### src/rtl/core/b2s_pkg.sv
// Package for the batch-to-space address map: field widths, register indexes,
// pipeline stage types and the shared division step function.
// Depends on nothing; used by rtl/core/batch_to_space_address_map.sv.
package b2s_pkg;

   localparam int LANES       = 4;
   localparam int LANE_W      = 32;
   localparam int BATCH_W     = 16;
   localparam int CHB_W       = 10;
   localparam int POS_W       = 12;
   localparam int ADDR_W      = 42;
   localparam int REQ_DATA_W  = 184;
   localparam int RSP_DATA_W  = 176;
   localparam int CSR_IDX_W   = 3;
   localparam int CSR_DATA_W  = 13;
   localparam int DIV_STAGES  = 4;
   localparam int DIV_BITS    = BATCH_W / DIV_STAGES;
   localparam int PIPE_STAGES = DIV_STAGES + 3;

   typedef enum logic [CSR_IDX_W-1:0] {
      REG_OUT_BATCH      = 3'd0,
      REG_BLOCK_HEIGHT   = 3'd1,
      REG_BLOCK_WIDTH    = 3'd2,
      REG_CROP_TOP       = 3'd3,
      REG_CROP_LEFT      = 3'd4,
      REG_OUT_HEIGHT     = 3'd5,
      REG_OUT_WIDTH      = 3'd6,
      REG_CHANNEL_BLOCKS = 3'd7
   } csr_index_type;

   typedef logic [LANES-1:0][LANE_W-1:0] lanes_type;

   // Division stages: batch / out_batch feeds its quotient bits, most
   // significant first, straight into the division by block width.
   typedef struct packed {
      logic [BATCH_W-1:0] ib;
      logic [8:0]         rem_b;
      logic [4:0]         rem_w;
      logic [BATCH_W-1:0] quo_w;
      logic [CHB_W-1:0]   cb;
      logic [16:0]        row_prod;
      logic [16:0]        col_prod;
      lanes_type          lanes;
   } div_type;

   typedef struct packed {
      logic [20:0] base;
      logic [18:0] row;
      logic [18:0] col;
      lanes_type   lanes;
   } pos_type;

   typedef struct packed {
      logic        drop;
      logic [33:0] part;
      logic [12:0] col;
      lanes_type   lanes;
   } mac_type;

   typedef struct packed {
      logic              drop;
      logic [ADDR_W-1:0] addr;
      lanes_type         lanes;
   } out_type;

   function automatic div_type div_slice(input div_type acc, input logic [8:0] nb,
                                         input logic [4:0] bw);
      div_type    res;
      logic [9:0] t1;
      logic [5:0] t2;
      logic       qb;
      logic       qw;
      res = acc;
      for (int i = 0; i < DIV_BITS; i++) begin
         t1     = {res.rem_b, res.ib[BATCH_W-1]};
         res.ib = {res.ib[BATCH_W-2:0], 1'b0};
         if (t1 >= {1'b0, nb}) begin
            t1 = t1 - {1'b0, nb};
            qb = 1'b1;
         end else begin
            qb = 1'b0;
         end
         res.rem_b = t1[8:0];
         t2 = {res.rem_w, qb};
         if (t2 >= {1'b0, bw}) begin
            t2 = t2 - {1'b0, bw};
            qw = 1'b1;
         end else begin
            qw = 1'b0;
         end
         res.rem_w = t2[4:0];
         res.quo_w = {res.quo_w[BATCH_W-2:0], qw};
      end
      return res;
   endfunction

endpackage

### src/rtl/core/batch_to_space_address_map.sv
// Top level of the batch-to-space address map: a seven-stage pipeline with
// register file, division stages, row and column math and address multiply.
// Depends on rtl/core/b2s_pkg.sv.
//
// Each word on the req_ channel is one four-lane channel block of the input
// tensor; each word on the rsp_ channel gives its output block address and the
// lanes, or a dropped flag on rsp_tuser with zero data when the element falls
// in the cropped area. Every request word yields exactly one response word,
// in order.
// The csr_ port sets the output shape, block shape and crops; write it only
// while no word is in flight.
// One word is taken every cycle unless the pipeline is full and stalled:
// four stages of a shared-width restoring divider (four quotient bits each)
// set the depth, followed by one stage for row and column, one for the first
// address multiply and one for the second address multiply.
// A stalled receiver holds the output stage; earlier stages keep filling
// bubbles, and req_tready falls only when all seven stages are full.
// Reset empties the pipeline and restores the registers to an identity map
// with one output batch, unit block and a one by one output.
module batch_to_space_address_map (
   input  logic                               clock,
   input  logic                               reset,
   input  logic                               req_tvalid,
   output logic                               req_tready,
   // in_batch_index, chan_block, in_row, in_col, lane0..lane3, zero pad
   input  logic [b2s_pkg::REQ_DATA_W-1:0]     req_tdata,
   output logic                               rsp_tvalid,
   input  logic                               rsp_tready,
   // out_address, out_lane0..out_lane3, zero pad
   output logic [b2s_pkg::RSP_DATA_W-1:0]     rsp_tdata,
   // dropped
   output logic                               rsp_tuser,
   input  logic                               csr_we,
   input  logic [b2s_pkg::CSR_IDX_W-1:0]      csr_index,
   input  logic [b2s_pkg::CSR_DATA_W-1:0]     csr_wdata
);

   localparam int NS = b2s_pkg::PIPE_STAGES;
   localparam int ND = b2s_pkg::DIV_STAGES;

   logic [8:0]  out_batch_ff;
   logic [4:0]  block_height_ff;
   logic [4:0]  block_width_ff;
   logic [11:0] crop_top_ff;
   logic [11:0] crop_left_ff;
   logic [12:0] out_height_ff;
   logic [12:0] out_width_ff;
   logic [10:0] channel_blocks_ff;

   always_ff @(posedge clock) begin
      if (reset) begin
         out_batch_ff      <= 9'd1;
         block_height_ff   <= 5'd1;
         block_width_ff    <= 5'd1;
         crop_top_ff       <= 12'd0;
         crop_left_ff      <= 12'd0;
         out_height_ff     <= 13'd1;
         out_width_ff      <= 13'd1;
         channel_blocks_ff <= 11'd1;
      end else if (csr_we) begin
         case (b2s_pkg::csr_index_type'(csr_index))
            b2s_pkg::REG_OUT_BATCH:      out_batch_ff      <= csr_wdata[8:0];
            b2s_pkg::REG_BLOCK_HEIGHT:   block_height_ff   <= csr_wdata[4:0];
            b2s_pkg::REG_BLOCK_WIDTH:    block_width_ff    <= csr_wdata[4:0];
            b2s_pkg::REG_CROP_TOP:       crop_top_ff       <= csr_wdata[11:0];
            b2s_pkg::REG_CROP_LEFT:      crop_left_ff      <= csr_wdata[11:0];
            b2s_pkg::REG_OUT_HEIGHT:     out_height_ff     <= csr_wdata[12:0];
            b2s_pkg::REG_OUT_WIDTH:      out_width_ff      <= csr_wdata[12:0];
            b2s_pkg::REG_CHANNEL_BLOCKS: channel_blocks_ff <= csr_wdata[10:0];
            default: begin
            end
         endcase
      end
   end

   // A zero batch count or block width behaves as one.
   logic [8:0] nb;
   logic [4:0] bw;
   assign nb = (out_batch_ff == 9'd0) ? 9'd1 : out_batch_ff;
   assign bw = (block_width_ff == 5'd0) ? 5'd1 : block_width_ff;

   // Stage k loads whenever it is empty or its contents move on.
   logic [NS-1:0] vld_ff;
   logic [NS:0]   en;
   logic [NS-1:0] hold;

   always_comb begin
      en[NS] = rsp_tready;
      for (int k = NS - 1; k >= 0; k--) begin
         en[k] = !vld_ff[k] || en[k+1];
      end
   end

   assign hold       = vld_ff & ~en[NS:1];
   assign req_tready = en[0];

   always_ff @(posedge clock) begin
      if (reset) begin
         vld_ff <= '0;
      end else begin
         if (en[0]) begin
            vld_ff[0] <= req_tvalid;
         end
         for (int k = 1; k < NS; k++) begin
            if (en[k]) begin
               vld_ff[k] <= vld_ff[k-1];
            end
         end
      end
   end

   b2s_pkg::div_type div_ff [ND];
   b2s_pkg::div_type div_in [ND];
   b2s_pkg::div_type req_word;

   always_comb begin
      req_word.ib       = req_tdata[15:0];
      req_word.rem_b    = '0;
      req_word.rem_w    = '0;
      req_word.quo_w    = '0;
      req_word.cb       = req_tdata[25:16];
      req_word.row_prod = req_tdata[37:26] * block_height_ff;
      req_word.col_prod = req_tdata[49:38] * bw;
      req_word.lanes    = req_tdata[177:50];
      div_in[0] = b2s_pkg::div_slice(req_word, nb, bw);
      for (int k = 1; k < ND; k++) begin
         div_in[k] = b2s_pkg::div_slice(div_ff[k-1], nb, bw);
      end
   end

   always_ff @(posedge clock) begin
      for (int k = 0; k < ND; k++) begin
         if (en[k]) begin
            div_ff[k] <= div_in[k];
         end
      end
   end

   b2s_pkg::pos_type pos_ff;
   b2s_pkg::pos_type pos_in;

   always_comb begin
      pos_in.base  = div_ff[ND-1].rem_b * channel_blocks_ff;
      pos_in.base  = pos_in.base + {11'd0, div_ff[ND-1].cb};
      pos_in.row   = {2'd0, div_ff[ND-1].row_prod} + {3'd0, div_ff[ND-1].quo_w}
                     - {7'd0, crop_top_ff};
      pos_in.col   = {2'd0, div_ff[ND-1].col_prod} + {14'd0, div_ff[ND-1].rem_w}
                     - {7'd0, crop_left_ff};
      pos_in.lanes = div_ff[ND-1].lanes;
   end

   always_ff @(posedge clock) begin
      if (en[ND]) begin
         pos_ff <= pos_in;
      end
   end

   b2s_pkg::mac_type mac_ff;
   b2s_pkg::mac_type mac_in;
   logic [33:0]      prod_h;

   always_comb begin
      prod_h       = pos_ff.base * out_height_ff;
      mac_in.drop  = pos_ff.row[18] || pos_ff.col[18]
                     || (pos_ff.row[17:0] >= {5'd0, out_height_ff})
                     || (pos_ff.col[17:0] >= {5'd0, out_width_ff});
      mac_in.part  = prod_h + {21'd0, pos_ff.row[12:0]};
      mac_in.col   = pos_ff.col[12:0];
      mac_in.lanes = pos_ff.lanes;
   end

   always_ff @(posedge clock) begin
      if (en[ND+1]) begin
         mac_ff <= mac_in;
      end
   end

   b2s_pkg::out_type out_ff;
   b2s_pkg::out_type out_in;
   logic [46:0]      prod_w;

   always_comb begin
      prod_w      = mac_ff.part * out_width_ff;
      out_in.drop = mac_ff.drop;
      if (mac_ff.drop) begin
         out_in.addr  = '0;
         out_in.lanes = '0;
      end else begin
         out_in.addr  = prod_w[41:0] + {29'd0, mac_ff.col};
         out_in.lanes = mac_ff.lanes;
      end
   end

   always_ff @(posedge clock) begin
      if (en[ND+2]) begin
         out_ff <= out_in;
      end
   end

   assign rsp_tvalid = vld_ff[NS-1];
   assign rsp_tuser  = out_ff.drop;
   assign rsp_tdata  = {6'd0, out_ff.lanes, out_ff.addr};

   a_drop_zero: assert property (@(posedge clock) disable iff (reset)
      (rsp_tvalid && rsp_tuser) |-> (rsp_tdata == '0))
      else $error("dropped word carries nonzero data");

   a_no_loss: assert property (@(posedge clock) disable iff (reset)
      (hold != '0) |=> ((vld_ff & $past(hold)) == $past(hold)))
      else $error("stalled pipeline stage lost its word");

   a_empty_ready: assert property (@(posedge clock) disable iff (reset)
      !rsp_tvalid |-> req_tready)
      else $error("request stalled while output stage is empty");

   a_reset_empty: assert property (@(posedge clock)
      reset |=> (vld_ff == '0))
      else $error("pipeline not empty after reset");

endmodule
### config.mk
export PLATFORM = sky130hd
export DESIGN_NAME = batch_to_space_address_map
export DESIGN_NICKNAME = d
export VERILOG_FILES = /design/src/rtl/core/b2s_pkg.sv /design/src/rtl/core/batch_to_space_address_map.sv
export SDC_FILE = /design/constraint.sdc
export NUM_CORES = 2
export LEC_CHECK = 0
export BUFFER_PORTS_ARGS = -buffer_cell sky130_fd_sc_hd__buf_4
export CELL_PAD_IN_SITES_DETAIL_PLACEMENT = 0
export CELL_PAD_IN_SITES_GLOBAL_PLACEMENT = 1
export CORE_AREA = 3 3 435 437
export DETAILED_ROUTE_END_ITERATION = 8
export DIE_AREA = 0 0 438 440
export GPL_TIMING_DRIVEN = 0
export HOLD_SLACK_MARGIN = 0.06
export PLACE_DENSITY_LB_ADDON = 0.1
export SYNTH_ARGS = -nofsm -noshare
export SYNTH_HDL_FRONTEND = slang
export SYNTH_SLANG_ARGS = --single-unit
### constraint.sdc
create_clock -name clock -period 11.2 [get_ports clock]
set_input_delay 0.56 -clock clock [delete_from_list [all_inputs] [get_ports clock]]
set_output_delay 0.56 -clock clock [all_outputs]
set_load 0.005 [all_outputs]
== After elaboration in Yosys (flattened, before gate mapping) ==
Memories as Yosys holds them, arrays and structs flattened.
Index checks and enable logic that the tools add are counted.

* Memories kept: 1
* Memory bits (writable): 856
* Output and inout bits: 179
* Bits in registers: 621
* Word-level logic and storage cells: 223
* Bits of input ports: 205

{| class="wikitable"
|+ Memories
! memory !! words !! bits a word !! rd ports !! clocked after Yosys merged registers in !! write ports !! RTL line !! source
|-
| div_ff || 4 || 214 || 4 || 0 || 4 || batch_to_space_address_map.sv:112 || <nowiki>b2s_pkg::div_type div_ff [ND];</nowiki>
|}

* Multiplexer cells: 74
* Reduce and logical (&&, ||, !) cells: 28
* $lt $le $gt $ge: 34
* Add/sub/neg operators: 39
* Eq/ne operators: 7
* $mul: 5

{| class="wikitable"
|+ Operators by type and width
! kind !! number
|-
| $mux 9 || 17
|-
| $ge 10x9->1 || 15
|-
| $sub 9x9->9 || 15
|-
| $ge 6x5->1 || 15
|-
| $mux 5 || 17
|-
| $sub 5x5->5 || 15
|-
| $add 42x13->42 || 1
|-
| $mul 34x13->42 || 1
|-
| $mux 1 || 40
|-
| $sub 18x12->19 || 2
|-
| $ge 18x13->1 || 2
|-
| $add 34x13->34 || 1
|-
| $mul 12x5->17 || 2
|-
| $mul 21x13->34 || 1
|-
| $add 20x10->21 || 1
|-
| $mul 9x11->20 || 1
|-
| $add 17x16->18 || 1
|-
| $add 17x5->18 || 1
|-
| $reduce_and 2->1 || 8
|-
| $eq 3x3->1 const B || 4
|-
| $logic_or 1x1->1 || 10
|-
| $ge 1x9->1 || 1
|-
| $logic_not 9->1 || 1
|-
| $sub 1x9->9 || 1
|-
| 7 further kinds || 14
|}

== Longest topological paths before layout ==
* Depth after elaboration: 12
* Gate-level depth with buffers: 51
* Depth with buffers taken out: 48

== Worst setup path after synthesis ==
OpenSTA, ideal clock, no wires.

* Path type: register -> register
* Start point: register out_batch_ff[4]
* End point: memory div_ff[3][190] (netlist bit), data pin
* Arrival: 10714 ps
* Required time: 10940 ps
* Setup time: 260 ps
* Path buffers: 2
* Clock period less this slack: 10974 ps
* Cell stages (with the launch flop): 47
* Path slack: 226 ps
* Path through: dfxtp_1 > or4_1 > nor2_1 > or2_2 > ha_1 > inv_1 > fa_1 > a21o_1 > a21oi_2 > o221ai_1 > a21oi_1 > clkbuf_1 > mux2_2 > ha_1 > nor2b_1 > o21ai_0 > a21oi_1 > o41ai_1 > (+11 left out) > mux2i_1 > fa_1 > nand2_1 > nand2_1 > a21oi_1 > nor2_1 > a211o_1 > a221oi_1 > o211ai_2 > inv_2 > ha_1 > fa_1 > nor2b_1 > o21ai_0 > nand2b_1 > a41o_1 > a211oi_2 > mux2_2

{| class="wikitable"
|+ RTL lines
! what !! RTL line !! source
|-
| start: declaration || batch_to_space_address_map.sv:41 || <nowiki>logic [8:0] out_batch_ff;</nowiki>
|-
| start signal: assignment || batch_to_space_address_map.sv:62 || <nowiki>b2s_pkg::REG_OUT_BATCH: out_batch_ff <= csr_wdata[8:0];</nowiki>
|-
| end: declaration || batch_to_space_address_map.sv:112 ||
|}

==> out/qor_table.md <==
| Result | This run | Unit |
|---|---|---|
| Fraction of layout cells with a size suffix above 1 | 0.1144 | - |
| Detail Route Antenna Nets | 0 | - |
| Wire length of the first global-routing pass | 328.5 | mm |
| Number of clock buffers inserted by TritonCTS | 150 | - |
| Total number of vias | 53222 | - |
| Total count of hold-check failures in the final report | 0 | - |
| Clock transition at path regs | 0.06 | ns |
| Maximum root-to-sink buffer count | 3 | - |
| #FFs+latches synth | 1429 | - |
| Clock sink count | 1429 | - |
| Total GRT Usage | 0.2240 | - |
| Final weighted congestion in routability-driven placement | 0.8662 | - |
| Filler cell count | 15869 | - |
| Clk_lat worst skew | 0.77 | ns |
| Net count reported at finish | 9373 | - |
| Final-layout setup total negative slack | 0 | ns |
| Result of the run | finished, final reports clean | - |
| TritonCTS clock tree | built | - |
| Setup Skew | 0.04133 | ns |
| Slew headroom | 0.1046 | - |
| Count of max-cap constraint violations | 0 | - |
| Total wire length after detailed routing | 213.1 | mm |
| Synth Warn # | 0 | - |
| Largest net degree at the start of global routing | 119 | - |
| Root Buffer Master | clkbuf_16 | - |
| Standard-cell row count | 158 | - |
| Die Span Y | 440 | µm |
| Final setup fails | 0 | - |
| IO buf count | 363 | - |
| Ratio of final minimum period to clock period | 0.9593 | - |
| Grt total ovfl | 0 | - |
| Post-synthesis cell type count | 84 | - |
| Area share of the leading cell type in the synthesized netlist | 0.4620 | - |
| H-tree depth | 4 | - |
| Type of origin of the critical path | flip-flop | - |
| Category of the worst setup path capture point | flip-flop | - |
| Worst hold-check slack | 0.1667 | ns |
| Average size of a mapped cell | 12.38 | µm² |
| Biggest fanout along the worst timing path | 7 | - |
| Number of DRC markers in iteration 0 | 2909 | - |
| Dominant cell type by area after synthesis | edfxtp_1 | - |
| Number of I/O pins | 384 | - |
| Sequential area share after synthesis | 0.4820 | - |
| Cell Area, Placed | 0.09380 | mm² |
| FFs w/ async S/R, synth | 0 | - |
| Maximum clock frequency | 93.07 | MHz |
| Routed vias/inst | 5.112 | - |
| Final design instance area without fill | 0.1012 | mm² |
| Peak supply drop | 0.7259 | mV |
| Post-Synth Simple-Gate Area | 0.1028 | - |
| Area growth from synthesis to layout | 16.06 | % |
| Most frequent cell after synthesis | edfxtp_1 | - |
| Total iterations of the first detailed-routing run | 5 | - |
| Via count of the first global-routing pass | 55280 | - |
| Number of DRC violations after detailed routing | 0 | - |
| WS Path Type | flip-flop to flip-flop | - |
| Power per cell area | 356.2 | mW/mm² |
| Post-synth EDFFs | 1342 | - |
| Worst path required time | 11.72 | ns |
| Die width | 438 | µm |
| Reported leakage power | 0.04315 | µW |
| Xor/xnor share of the synthesized area | 0.02601 | - |
| Post-synthesis compound-gate area fraction | 0.06038 | - |
| Mux share of post-synthesis cell area | 0.01836 | - |
| Tmin final | 10.74 | ns |
| Die Outline Area | 0.1927 | mm² |
| Commonest register cell after synthesis | edfxtp_1 | - |
| Mapped Area | 0.08722 | mm² |
| Per-cell routed wire length | 20.46 | µm |
| Instance count of the mapped netlist | 7044 | - |
| Core Area | 0.1854 | mm² |
| Worst path top cell family by delay | compound AO/OA/AOI/OAI gates | - |
| Slowest cell on the critical path | or4_4 | - |
| Final slew viol count | 0 | - |
| Main area contributors after synthesis | edfxtp_1, fa_1, ha_1, inv_1, nand2_1 | - |
| CP bufs+invs | 6 | - |
| Most instantiated cells after synthesis | edfxtp_1, inv_1, nand2_1 | - |
| Number of antenna violations at the first check in global routing | 9 | - |
| Transition time at the pin with the least slew margin | 1.326 | ns |
| Largest family of logic cells by synthesized area | adder cells | - |
| Peak per-stage delay on the critical path | 0.58 | ns |
| Hold/Removal Path Class | input port to flip-flop | - |
| Library cell appearing most often on the critical path | a21o_1 | - |
| Worst Path Arrival | 11.26 | ns |
| Placed wire-length estimate | 162.6 | mm |
| Post-synthesis adder-cell area fraction | 0.2594 | - |
| Effective utilization at floorplan | 0.4703 | - |
cells by family after synthesis:
group | count (synthesis)
other | 1
buffers and inverters | 1174
adder cells (fa/ha/maj) | 1359
AO/OA/AOI/OAI | 800
flip-flops | 1429
multiplexers | 147
XOR/XNOR | 259
AND/OR/NAND/NOR | 1875
report_power, final:
part | switching [µW] | internal, µW
logic | 12000 | 11400
clock network | 2040 | 2800
registers | 351 | 7390
flip-flops by register name (all words and copies together), names as in the netlist:
| register | cells |
|---|---|
| block_height_ff | 5 |
| block_width_ff | 5 |
| channel_blocks_ff | 11 |
| crop_left_ff | 12 |
| crop_top_ff | 12 |
| div_ff | 808 |
| mac_ff | 176 |
| mac_in | 141 |
| out_batch_ff | 9 |
| out_height_ff | 13 |
| out_width_ff | 13 |
| pos_ff | 46 |
| rsp_tdata | 170 |
| rsp_tuser | 1 |
| vld_ff | 7 |
cell usage in the layout (no fill, tap or decap), drive strengths merged, types with 49 or more instances in the layout:
cell         count
dlygate4sd3    156
buf            469
xnor2          172
xor2            87
edfxtp        1342
o21ai          130
nor2b          201
nor3            62
ha             610
fa             749
inv            955
nor2           205
mux2            98
nand2          869
dfxtp           87
a21oi          293
a21o           121
clkinv          50
clkbuf         398
and2           339
mux2i           49
per-layer routing:
metal | routed length, µm | share of wire | up-vias | global-route usage
met2 | 109500 | 0.51 | 959 | 0.3965
li1 | - | - | 25221 | -
met3 | 8222 | 0.039 | 278 | 0.03034
met1 | 89670 | 0.42 | 26762 | 0.2885
met5 | 16 | 0.000075 | - | 0
met4 | 5700 | 0.027 | 2 | 0.06136
path summary, 6_finish.rpt:
path | slack, ns | start | cells after the start | to
worst max-delay path | 0.46 | out_batch_ff[1] | 49 | div_ff[1][191]
worst min-delay path | 0.17 | req_tdata[26] | 2 | div_ff[0][145]
worst max register to register | 0.46 | out_batch_ff[1] | 49 | div_ff[1][191]
worst min register to register | 0.38 | div_ff[1][173] | 0 | div_ff[2][177]
layout make-up:
cell class / instances / area [µm²] / area share
diodes: 9 / 22.52 / 0.0002225
inverters: 949 / 3590 / 0.03546
flip-flops and latches: 1429 / 42040 / 0.4153
multi-input cells: 4446 / 41310 / 0.4081
clock buffers: 190 / 3965 / 0.03917
plain buffers: 225 / 928.4 / 0.009172
well taps: 2480 / 3103 / 0.03066
clock inverters: 76 / 863.3 / 0.008529
repair buffers: 608 / 5400 / 0.05335
through the flow:
stage          setup slack [ns]  instances    util  power [µW]
3_3_place_gp             -5.207       9892  0.5019       28400
4_1_cts                 0.01865      10375  0.5429       35020
2_1_floorplan            0.2261       7049       -       24050
5_1_grt                -0.05740      10407  0.5458       39110
3_5_place_dp             -2.619       9924  0.5058       28760
6_report                 0.4556      10412  0.5459       36050
repair_timing:
item                                    4_1_cts  5_1_grt
cloned                                        1        0
gates resized for setup                      68       64
hold buffers                                156        0
endpoints found under the setup margin       51       24
setup buffers                                28       28
pin swaps                                    17       27
endpoints found under the hold margin       161        0
Note: power is estimated with default switching activity, not from simulation.
